===== config.mk =====
export PLATFORM = sky130hd
export DESIGN_NAME = instruction_cost_stat_counters
export DESIGN_NICKNAME = d
export VERILOG_FILES = /design/src/rtl/core/icsc_pkg.sv /design/src/rtl/core/icsc_cost_stage.sv /design/src/rtl/core/icsc_accum.sv /design/src/rtl/core/instruction_cost_stat_counters.sv
export SDC_FILE = /design/constraint.sdc
export NUM_CORES = 1
export LEC_CHECK = 0
export BUFFER_PORTS_ARGS = -buffer_cell sky130_fd_sc_hd__buf_2
export CAP_MARGIN = 5
export CORE_MARGIN = 4
export CORE_UTILIZATION = 30
export CTS_CLUSTER_SIZE = 14
export DETAILED_ROUTE_END_ITERATION = 10
export PLACE_DENSITY = 0.51
export RECOVER_POWER = 25
export SLEW_MARGIN = 20
export SYNTH_ARGS = -nofsm -noshare
export SYNTH_HDL_FRONTEND = slang
export SYNTH_SLANG_ARGS = --single-unit

===== constraint.sdc =====
create_clock -name clk -period 11.4 [get_ports clk]
set_input_delay 0.57 -clock clk [delete_from_list [all_inputs] [get_ports clk]]
set_output_delay 0.57 -clock clk [all_outputs]
set_load 0.01 [all_outputs]

===== src/rtl/core/icsc_pkg.sv =====
`default_nettype none
package icsc_pkg;

	localparam int unsigned CLASS_W    = 3;
	localparam int unsigned ISSUE_W    = 16;
	localparam int unsigned WEIGHT_W   = 7;
	localparam int unsigned COST_W     = 16;
	localparam int unsigned WEIGHTED_W = 22;
	localparam int unsigned TOTAL_W    = 48;
	localparam int unsigned CFG_IDX_W  = 3;
	localparam int unsigned NUM_CLASSES       = 8;
	localparam int unsigned NUM_CYCLE_CLASSES = 6;
	localparam int unsigned SLOT_W            = 3;

	localparam logic [WEIGHTED_W-1:0] WEIGHTED_MAX = {WEIGHTED_W{1'b1}};
	localparam logic [COST_W-1:0]     COST_RESET   = COST_W'(1);

	typedef enum logic [CLASS_W-1:0] {
		CLS_SCALAR_ALU = 3'd0,
		CLS_SCALAR_MEM = 3'd1,
		CLS_VECTOR_ALU = 3'd2,
		CLS_VECTOR_MEM = 3'd3,
		CLS_BRANCH     = 3'd4,
		CLS_SYNC       = 3'd5,
		CLS_TENSOR     = 3'd6,
		CLS_OTHER      = 3'd7
	} instr_class_t;

	typedef enum logic [CFG_IDX_W-1:0] {
		REG_TENSOR_COST     = 3'd0,
		REG_SCALAR_MEM_COST = 3'd1,
		REG_VECTOR_MEM_COST = 3'd2,
		REG_DEFAULT_COST    = 3'd3
	} cfg_reg_t;

	typedef struct packed {
		logic [CLASS_W-1:0]  instr_class;
		logic [ISSUE_W-1:0]  issue_cnt;
		logic [WEIGHT_W-1:0] unit_weight;
	} in_beat_t;

	typedef struct packed {
		logic [CLASS_W-1:0]    instr_class;
		logic [COST_W-1:0]     cost;
		logic [WEIGHTED_W-1:0] weighted;
	} cost_beat_t;

	typedef struct packed {
		logic       cycle_hit;
		logic [SLOT_W-1:0] slot;
	} slot_t;

	typedef struct packed {
		logic       adv;
		cost_beat_t beat;
	} accum_ctl_t;

	function automatic slot_t cycle_slot(input logic [CLASS_W-1:0] cls);
		slot_t s;
		s.cycle_hit = 1'b1;
		s.slot      = '0;
		case (cls)
			CLS_SCALAR_ALU: s.slot = SLOT_W'(0);
			CLS_SCALAR_MEM: s.slot = SLOT_W'(1);
			CLS_VECTOR_ALU: s.slot = SLOT_W'(2);
			CLS_VECTOR_MEM: s.slot = SLOT_W'(3);
			CLS_SYNC:       s.slot = SLOT_W'(4);
			CLS_TENSOR:     s.slot = SLOT_W'(5);
			default:        s.cycle_hit = 1'b0;
		endcase
		return s;
	endfunction

endpackage
`default_nettype wire


===== src/rtl/core/icsc_cost_stage.sv =====
`default_nettype none
module icsc_cost_stage (
	input  wire logic                           clk,
	input  wire logic                           arst_n,
	input  wire logic                           cfg_wr_en,
	input  wire logic [icsc_pkg::CFG_IDX_W-1:0] cfg_index,
	input  wire logic [icsc_pkg::COST_W-1:0]    cfg_data,
	input  wire logic                           load,
	input  wire icsc_pkg::in_beat_t             beat_s1,
	output icsc_pkg::cost_beat_t                beat_s2
);

	logic [icsc_pkg::COST_W-1:0] tensor_cost_q;
	logic [icsc_pkg::COST_W-1:0] scalar_mem_cost_q;
	logic [icsc_pkg::COST_W-1:0] vector_mem_cost_q;
	logic [icsc_pkg::COST_W-1:0] default_cost_q;

	logic [icsc_pkg::COST_W-1:0]                       cost;
	logic [icsc_pkg::COST_W+icsc_pkg::WEIGHT_W-1:0]    product;
	logic [icsc_pkg::WEIGHTED_W-1:0]                   weighted;

	always_ff @(posedge clk or negedge arst_n) begin
		if (!arst_n) begin
			tensor_cost_q     <= icsc_pkg::COST_RESET;
			scalar_mem_cost_q <= icsc_pkg::COST_RESET;
			vector_mem_cost_q <= icsc_pkg::COST_RESET;
			default_cost_q    <= icsc_pkg::COST_RESET;
		end else if (cfg_wr_en) begin
			case (cfg_index)
				icsc_pkg::REG_TENSOR_COST:     tensor_cost_q     <= cfg_data;
				icsc_pkg::REG_SCALAR_MEM_COST: scalar_mem_cost_q <= cfg_data;
				icsc_pkg::REG_VECTOR_MEM_COST: vector_mem_cost_q <= cfg_data;
				icsc_pkg::REG_DEFAULT_COST:    default_cost_q    <= cfg_data;
				default: ;
			endcase
		end
	end

	always_comb begin
		case (beat_s1.instr_class)
			icsc_pkg::CLS_SCALAR_MEM: cost = scalar_mem_cost_q;
			icsc_pkg::CLS_VECTOR_MEM: cost = vector_mem_cost_q;
			icsc_pkg::CLS_TENSOR:     cost = tensor_cost_q;
			icsc_pkg::CLS_OTHER:
				cost = (beat_s1.issue_cnt == '0) ? default_cost_q : beat_s1.issue_cnt;
			default:                  cost = beat_s1.issue_cnt;
		endcase
		product = (icsc_pkg::COST_W+icsc_pkg::WEIGHT_W)'(cost)
			* (icsc_pkg::COST_W+icsc_pkg::WEIGHT_W)'(beat_s1.unit_weight);
		if (product[icsc_pkg::COST_W+icsc_pkg::WEIGHT_W-1:icsc_pkg::WEIGHTED_W] != '0)
			weighted = icsc_pkg::WEIGHTED_MAX;
		else
			weighted = product[icsc_pkg::WEIGHTED_W-1:0];
	end

	always_ff @(posedge clk) begin
		if (load) begin
			beat_s2.instr_class <= beat_s1.instr_class;
			beat_s2.cost        <= cost;
			beat_s2.weighted    <= weighted;
		end
	end

endmodule
`default_nettype wire


===== src/rtl/core/icsc_accum.sv =====
`default_nettype none
module icsc_accum #(
	parameter int unsigned COUNTER_BITS = 48
) (
	input  wire logic                    clk,
	input  wire logic                    arst_n,
	input  wire icsc_pkg::accum_ctl_t    ctl,
	output logic [COUNTER_BITS-1:0]      total_q
);

	localparam logic [COUNTER_BITS-1:0] CNT_MAX = {COUNTER_BITS{1'b1}};

	logic [COUNTER_BITS-1:0] cycle_cnt_q [icsc_pkg::NUM_CYCLE_CLASSES];
	logic [COUNTER_BITS-1:0] inst_cnt_q  [icsc_pkg::NUM_CLASSES];

	icsc_pkg::slot_t        slot;
	logic [COUNTER_BITS:0]  total_sum;

	assign slot      = icsc_pkg::cycle_slot(ctl.beat.instr_class);
	assign total_sum = {1'b0, total_q} + (COUNTER_BITS+1)'(ctl.beat.weighted);

	always_ff @(posedge clk or negedge arst_n) begin
		if (!arst_n) begin
			total_q <= '0;
		end else if (ctl.adv) begin
			total_q <= total_sum[COUNTER_BITS] ? CNT_MAX : total_sum[COUNTER_BITS-1:0];
		end
	end

	for (genvar j = 0; j < icsc_pkg::NUM_CYCLE_CLASSES; j++) begin : g_cycle
		logic [COUNTER_BITS:0] sum;
		assign sum = {1'b0, cycle_cnt_q[j]} + (COUNTER_BITS+1)'(ctl.beat.weighted);
		always_ff @(posedge clk or negedge arst_n) begin
			if (!arst_n) begin
				cycle_cnt_q[j] <= '0;
			end else if (ctl.adv && slot.cycle_hit
					&& slot.slot == icsc_pkg::SLOT_W'(j)) begin
				cycle_cnt_q[j] <= sum[COUNTER_BITS] ? CNT_MAX : sum[COUNTER_BITS-1:0];
			end
		end
	end

	for (genvar k = 0; k < icsc_pkg::NUM_CLASSES; k++) begin : g_inst
		always_ff @(posedge clk or negedge arst_n) begin
			if (!arst_n) begin
				inst_cnt_q[k] <= '0;
			end else if (ctl.adv && ctl.beat.instr_class == icsc_pkg::CLASS_W'(k)
					&& inst_cnt_q[k] != CNT_MAX) begin
				inst_cnt_q[k] <= inst_cnt_q[k] + COUNTER_BITS'(1);
			end
		end
	end

endmodule
`default_nettype wire


===== src/rtl/core/instruction_cost_stat_counters.sv =====
// channel  | handshake              | payload
// ---------+------------------------+-------------------------------------------
// input    | in_valid / in_stall    | instr_class, issue_cnt, unit_weight
// output   | out_valid / out_stall  | cost_out, weighted_out, total_out
// config   | cfg_wr_en              | cfg_index, cfg_data
//
// one beat per cycle while the output is not stalled; each result passes the input, cost and output registers
// stages: input register, cost select and weight multiply, saturating total add
// reset clears all counters and sets the cost registers to one
// an output stall holds the result; in_stall rises once all three stages are full and out_stall is high
`default_nettype none
module instruction_cost_stat_counters #(
	parameter int unsigned COUNTER_BITS = 48
) (
	input  wire logic                              clk,
	input  wire logic                              arst_n,
	input  wire logic                              cfg_wr_en,
	input  wire logic [icsc_pkg::CFG_IDX_W-1:0]    cfg_index,
	input  wire logic [icsc_pkg::COST_W-1:0]       cfg_data,
	input  wire logic                              in_valid,
	output logic                                   in_stall,
	input  wire logic [icsc_pkg::CLASS_W-1:0]      instr_class,
	input  wire logic [icsc_pkg::ISSUE_W-1:0]      issue_cnt,
	input  wire logic [icsc_pkg::WEIGHT_W-1:0]     unit_weight,
	output logic                                   out_valid,
	input  wire logic                              out_stall,
	output logic [icsc_pkg::COST_W-1:0]            cost_out,
	output logic [icsc_pkg::WEIGHTED_W-1:0]        weighted_out,
	output logic [icsc_pkg::TOTAL_W-1:0]           total_out
);

	logic valid_s1, valid_s2;
	logic adv_s1, adv_s2, adv_out;

	icsc_pkg::in_beat_t   beat_s1;
	icsc_pkg::cost_beat_t beat_s2;
	icsc_pkg::accum_ctl_t accum_ctl;
	logic [COUNTER_BITS-1:0] total_q;

	assign adv_out  = !out_valid || !out_stall;
	assign adv_s2   = !valid_s2 || adv_out;
	assign adv_s1   = !valid_s1 || adv_s2;
	assign in_stall = !adv_s1;

	always_ff @(posedge clk or negedge arst_n) begin
		if (!arst_n) begin
			valid_s1  <= 1'b0;
			valid_s2  <= 1'b0;
			out_valid <= 1'b0;
		end else begin
			if (adv_s1)  valid_s1  <= in_valid;
			if (adv_s2)  valid_s2  <= valid_s1;
			if (adv_out) out_valid <= valid_s2;
		end
	end

	always_ff @(posedge clk) begin
		if (adv_s1 && in_valid) begin
			beat_s1.instr_class <= instr_class;
			beat_s1.issue_cnt   <= issue_cnt;
			beat_s1.unit_weight <= unit_weight;
		end
	end

	icsc_cost_stage u_cost (
		.clk       (clk),
		.arst_n    (arst_n),
		.cfg_wr_en (cfg_wr_en),
		.cfg_index (cfg_index),
		.cfg_data  (cfg_data),
		.load      (adv_s2 && valid_s1),
		.beat_s1   (beat_s1),
		.beat_s2   (beat_s2)
	);

	assign accum_ctl.adv  = adv_out && valid_s2;
	assign accum_ctl.beat = beat_s2;

	icsc_accum #(
		.COUNTER_BITS (COUNTER_BITS)
	) u_accum (
		.clk     (clk),
		.arst_n  (arst_n),
		.ctl     (accum_ctl),
		.total_q (total_q)
	);

	always_ff @(posedge clk) begin
		if (accum_ctl.adv) begin
			cost_out     <= beat_s2.cost;
			weighted_out <= beat_s2.weighted;
		end
	end

	assign total_out = icsc_pkg::TOTAL_W'(total_q);

	a_stall_only_when_full: assert property (@(posedge clk) disable iff (!arst_n)
		in_stall |-> (valid_s1 && valid_s2 && out_valid && out_stall))
		else $error("input stalled with room in the pipe");

	a_total_monotonic: assert property (@(posedge clk) disable iff (!arst_n)
		!accum_ctl.adv |=> $stable(total_q))
		else $error("running total moved without a beat");

	a_zero_cost_zero_weight: assert property (@(posedge clk) disable iff (!arst_n)
		(out_valid && cost_out == '0) |-> (weighted_out == '0))
		else $error("nonzero weighted cost from zero cost");

	a_total_grows: assert property (@(posedge clk) disable iff (!arst_n)
		accum_ctl.adv |=> (total_q >= $past(total_q)))
		else $error("running total decreased");

endmodule
`default_nettype wire


# Word level (Yosys, flattened, before mapping)

Cells that the tools add are included.

Output and inout bits: 88
Input port bits: 50
Register bits: 217

Reduce and logical (&&, ||, !) cells: 17
Mux-type cells: 3
Multiply operators: 1
Equality and inequality tests: 7
$add $sub $neg: 1

Operators by type and width:

| operator                                      | number |
|---|---|
| case mux 16 bit (4 select lines)              | 1 |
| adder 48 x 22 -> 49 bit                       | 1 |
| 2-to-1 mux 48 bit                             | 1 |
| multiplier 16 x 7 -> 23 bit                   | 1 |
| zero test 16 bit                              | 1 |
| 2-to-1 mux 16 bit                             | 1 |
| == test 3 x 2 -> 1 bit, second input constant | 3 |
| AND reduction 2 bit                           | 4 |
| == test 3 x 1 -> 1 bit, second input constant | 2 |
| == test 3 bit, second input constant          | 2 |
| zero test 1 bit                               | 5 |
| logical AND 1 bit                             | 3 |
| zero test 3 bit                               | 1 |
| logical OR 1 bit                              | 3 |

# Longest topological paths before layout

Word-level depth: 5
Gate-level depth with buffers: 28

# Hierarchy

Synthesis repeated with hierarchy kept, for this count alone.

Cell total of the unflattened synthesis: 1209
Area total of the unflattened synthesis: 13553.0 µm²

Modules (own cells, without submodules):

| module                         | instances | sequential area each (µm²) | cells each | area an instance (µm²) |
|---|---|---|---|---|
| icsc_cost_stage                | 1         | 2837.7                     | 761        | 8194.1 |
| icsc_accum                     | 1         | 1201.2                     | 372        | 3305.7 |
| instruction_cost_stat_counters | 1         | 1996.9                     | 76         | 2053.2 |

# Worst setup path before layout

No wires, ideal clock.

Path kind: reg-to-reg
Start point: register beat_s1[25] (netlist name)
End point: register u_cost.beat_s2[10] (netlist name)
Arrival: 6033 ps
Buffers on the path: 4
Setup slack: 5109 ps
Required time: 11142 ps
Clock period less this slack: 6291 ps
Stages on the path, launching flop included: 27
Setup time: 258 ps
Path through: edfxtp_1 clkbuf_1 or3_1 clkbuf_1 buf_2 nor2_1 a21oi_1 a21oi_1 nor2_1 o22a_1 and2_1 fa_1 fa_1 fa_1 inv_1 fa_1 inv_1 ha_1 inv_1 o21ai_0 a221oi_2 o21ai_1 a221o_2 mux2i_4 nor2_4 buf_2 nand2_1

Cells in the longest elaborated chain, start to end: 3
Elaborated cells between the ends (all ways): 6

RTL lines:

| element                                     | line                  | source |
|---|---|---|
| == test 3 bit, or another cell as far along | icsc_cost_stage.sv:40 | `case (beat_s1.instr_class)` |
| case mux 16 bit (4 select lines) *          | icsc_cost_stage.sv:40 |  |
| via u_cost.cost, one bit                    | icsc_cost_stage.sv:18 | `logic [icsc_pkg::COST_W-1:0] cost;` |
| multiplier 16 x 7 -> 23 bit *               | icsc_cost_stage.sv:49 | `* (icsc_pkg::COST_W+icsc_pkg::WEIGHT_W)'(beat_s1.unit_weight);` |

Mark *: on every way through the listed nets, which the timed path passes. The rest lies on a longest branch.
A chain may end at the register's enable or synchronous reset.

# Final worst setup path

Start point: register beat_s1[23] (netlist name)
End point: register u_cost.beat_s2[20] (netlist name)

Cells in the longest elaborated chain, start to end: 3
Elaborated cells between the ends (all ways): 6

RTL lines:

| element                                     | line |
|---|---|
| == test 3 bit, or another cell as far along | icsc_cost_stage.sv:40 |
| case mux 16 bit (4 select lines) *          | icsc_cost_stage.sv:40 |
| via u_cost.cost, one bit                    | icsc_cost_stage.sv:18 |
| multiplier 16 x 7 -> 23 bit *               | icsc_cost_stage.sv:49 |

Marks and branches as above.

==> qor.csv <==
metric,value,unit
FILL cells,4525,
Crit. End Element,flop,
Starting DRT DRC Count,630,
worst-path maximum fanout,19,
"Reg clk slew, reported paths",0.06,ns
Bufs on Longest Clock Path,3,
Post-Syn Area,0.0135,sq mm
first-pass GRT wire length,56100,um
ANT nets after route,0,
Hold EP,beat_s1[24],
CP arrival,7.86,ns
DRT Pass-1 Iters,5,
Leakage Power,6.80,nW
Setup TNS,0,ns
Fin. Hold Viols,0,
"Slowest-stage cell, CP",edfxtp_1,
hold_buf cts,0,
Startpoint Class,flop,
Post-Syn Instances,1273,
DR WL/cell,17.3,um
Hold Crit Class,in -> reg,
CTS tree,built,
Max-cap violations,1,
Detailed Route WL,34800,um
"Distinct cells, synth",74,
layout cells sized above 1,19.2,%
crit path cell chain,"inv_1, or3_1, o2bb2ai_1, a21oi_1, nor2_1, a21oi_1, nand2_1, fa_1, fa_1, inv_1, fa_1, inv_1, fa_1, inv_1, ha_1, o21ai_0, o21ai_0, a221oi_2, o21ai_1, a221o_2, mux2i_4, nor2_4, o2111ai_1",
register bit total from synthesis,217,
Max VDD drop,0.000118,V
Max Clk Rate,0.131,GHz
# rows,77,
Slew Limit Fails,51,
syn_nets,1456,
clk sinks,217,
fin crit period,7.61,ns
relative slew slack,-95.3,%
detailed-route DRC error count,0,
failing checks,"capacitance limit, slew limit",
# Post-CTS Setup Buffers,0,
CP Data Required Time,11.66,ns
vias per inst,4.86,
Core ar.,0.0443,sq mm
H-tree depth,1,
initial antenna violation count,0,
Starting Density,30.5,%
diode count,0,
Final Cycle Share,66.7,%
Mapped Avg Cell Area,10.6,sq um
R2R Path Start,beat_s1[23],
port bufs,137,
via count of the routed design,9781,
GPL Wtd Cong,0.856,
Layout area overhead,16.0,%
vias in the first global route,9986,
Least-Margin Pin Slew,2.93,ns
Worst path max stage delay,0.60,ns
RSZ-0062 raised after global routing,false,
Die Wd,220,um
DIE HEIGHT,220,um
PostCTS Resize Cnt,0,
CTS root buf,clkbuf_16,
GR Overflow Total,0,
ys flop type,dfrtp_1,
Post-synth EDFFs,102,
worst setup path class,reg -> reg,
placed cell count,1962,
GRT Util Overall,14.5,%
outcome,finished with violations,
largest net degree at the start of global routing,67,
total CTS buffers,27,
reg2reg path depth,23,
Hold Crit Depth,1,
fin nets,1582,
Clock Latency Late Sink,0.55,ns
register area share after synthesis,44.0,%
R2R Setup Slk,3.79,ns
Non-Filler Instances,2012,
r2r endpoint,u_cost.beat_s2[20],
Synth async-reset ratio,53.0,%
clk_skew,0.0252,ns
worst hold start,instr_class[1],
Die ar.,0.0485,sq mm
pwr/cell area,285,mW/mm^2
placed wire-length estimate,26300,um
YS warnings,0,
# setup viols final,0,
Top Ports,138,
## final cells by class
class | count | area, sq um | area share (%)
clock buffers | 33 | 751 | 4.79
clock inverters | 17 | 159 | 1.01
inverters | 115 | 432 | 2.76
multi-input cells | 892 | 6890 | 44.0
flip-flops and latches | 217 | 5950 | 38.0
well taps | 592 | 741 | 4.73
repair buffers | 146 | 737 | 4.71
## per-layer routing
metal  vias up  track usage, %  share of wire, %
li1       4706               -                 -
met1      4819            20.0                47
met2       207            24.1                47
met3        49            2.09               3.8
met4         0            3.75               2.5
met5         -               0                 0
## worst max-delay path by stage
stage                            from                 end  depth (start not counted)
after global placement    beat_s1[17]  u_cost.beat_s2[20]                         22
after global routing      beat_s1[17]  u_cost.beat_s2[20]                         22
after floorplan           beat_s1[25]  u_cost.beat_s2[10]                         26
final                     beat_s1[23]  u_cost.beat_s2[20]                         23
after detailed placement  beat_s1[23]  u_cost.beat_s2[20]                         23
after CTS                 beat_s1[23]  u_cost.beat_s2[20]                         23
## sequential cells by signal, indices dropped and copies added (netlist names)
signal and cells:
u_accum.total_q 48, u_cost.beat_s2 38, beat_s1 26, weighted_out 22, cost_out 16, u_cost.default_cost_q 16
u_cost.scalar_mem_cost_q 16, u_cost.tensor_cost_q 16, u_cost.vector_mem_cost_q 16, out_valid 1, valid_s1 1, valid_s2 1
## cell usage after synthesis (all sizes together), types with 3 or more instances
cell     instances  area [sq um]
nand2          129           507
inv            114           428
dfrtp          111          2780
edfxtp         102          3060
o21ai           89           449
a21oi           80           400
and2            73           458
fa              70          1400
nor2            66           255
ha              63           788
mux2            53           597
clkbuf          34           128
xnor2           25           219
nand3           23           120
nand4           21           144
nor3            20           115
xor2            16           140
buf             15           109
a31oi           13          87.6
a21o            12          90.1
a211oi          11          92.6
and3            11          86.3
nor4            10          62.6
o2bb2ai         10          87.6
nand2b           9          56.3
o211ai           9          72.6
o21bai           9          67.6
or3              9          57.6
o21a             8          60.1
o22a             7          61.3
and4             4          37.5
dfstp            4           105
mux2i            4          52.6
nor2b            4          25.0
o31ai            4          30.0
or4              4          33.8
a2111oi          3          26.3
o31a             3          26.3
## where the power goes
group	switching [mW]	total (mW)	leakage [nW]	internal [mW]
Combinational	1.38	2.35	3.98	0.966
Sequential	0.142	1.24	2.38	1.09
Clock	0.341	0.874	0.448	0.533
## worst max-delay path: cells and delay by family, from the launching register on
family	cells	cell delay (ns)
buf+inv	4	0.54
fa+ha+maj	5	2.45
flops	1	0.60
simple gates	4	1.14
mux	1	0.24
compound gates	9	2.31
## per-stage QoR
stage          power, mW  hold slack, ns  instance area, sq um  util, %  setup WS, ns
5_1_grt             4.89           0.158                 15700     35.3          3.19
4_1_cts             4.51          0.0713                 15700     35.4          3.80
2_1_floorplan       3.00           0.274                 13500        -          5.11
3_3_place_gp        3.60           0.403                 14800     33.3          3.95
3_5_place_dp        3.61           0.405                 14800     33.3          3.83
6_report            4.46           0.191                 15700     35.3          3.79
## logic make-up after synthesis
group / after synthesis / synth area share [%]
AO/OA/AOI/OAI: 273 / 12.6
XOR/XNOR: 41 / 2.66
adder cells (fa/ha/maj): 133 / 16.2
buffers and inverters: 164 / 4.95
flip-flops: 217 / 44.0
multiplexers: 57 / 4.81
AND/OR/NAND/NOR: 388 / 14.8
## placed cells by master (no fill, tap or decap), drive strengths merged, types with 11 or more instances in the layout
master	instances
mux2	53
o21ai	89
nand2	129
a21oi	80
nor3	20
xor2	16
a21o	12
dfrtp	111
clkbuf	44
a31oi	13
edfxtp	102
a211oi	11
nand4	21
and3	11
nor2	66
and2	73
fa	70
xnor2	25
clkinv	12
ha	63
nand3	23
inv	116
buf	135
Power figures use the tool's default switching activity.
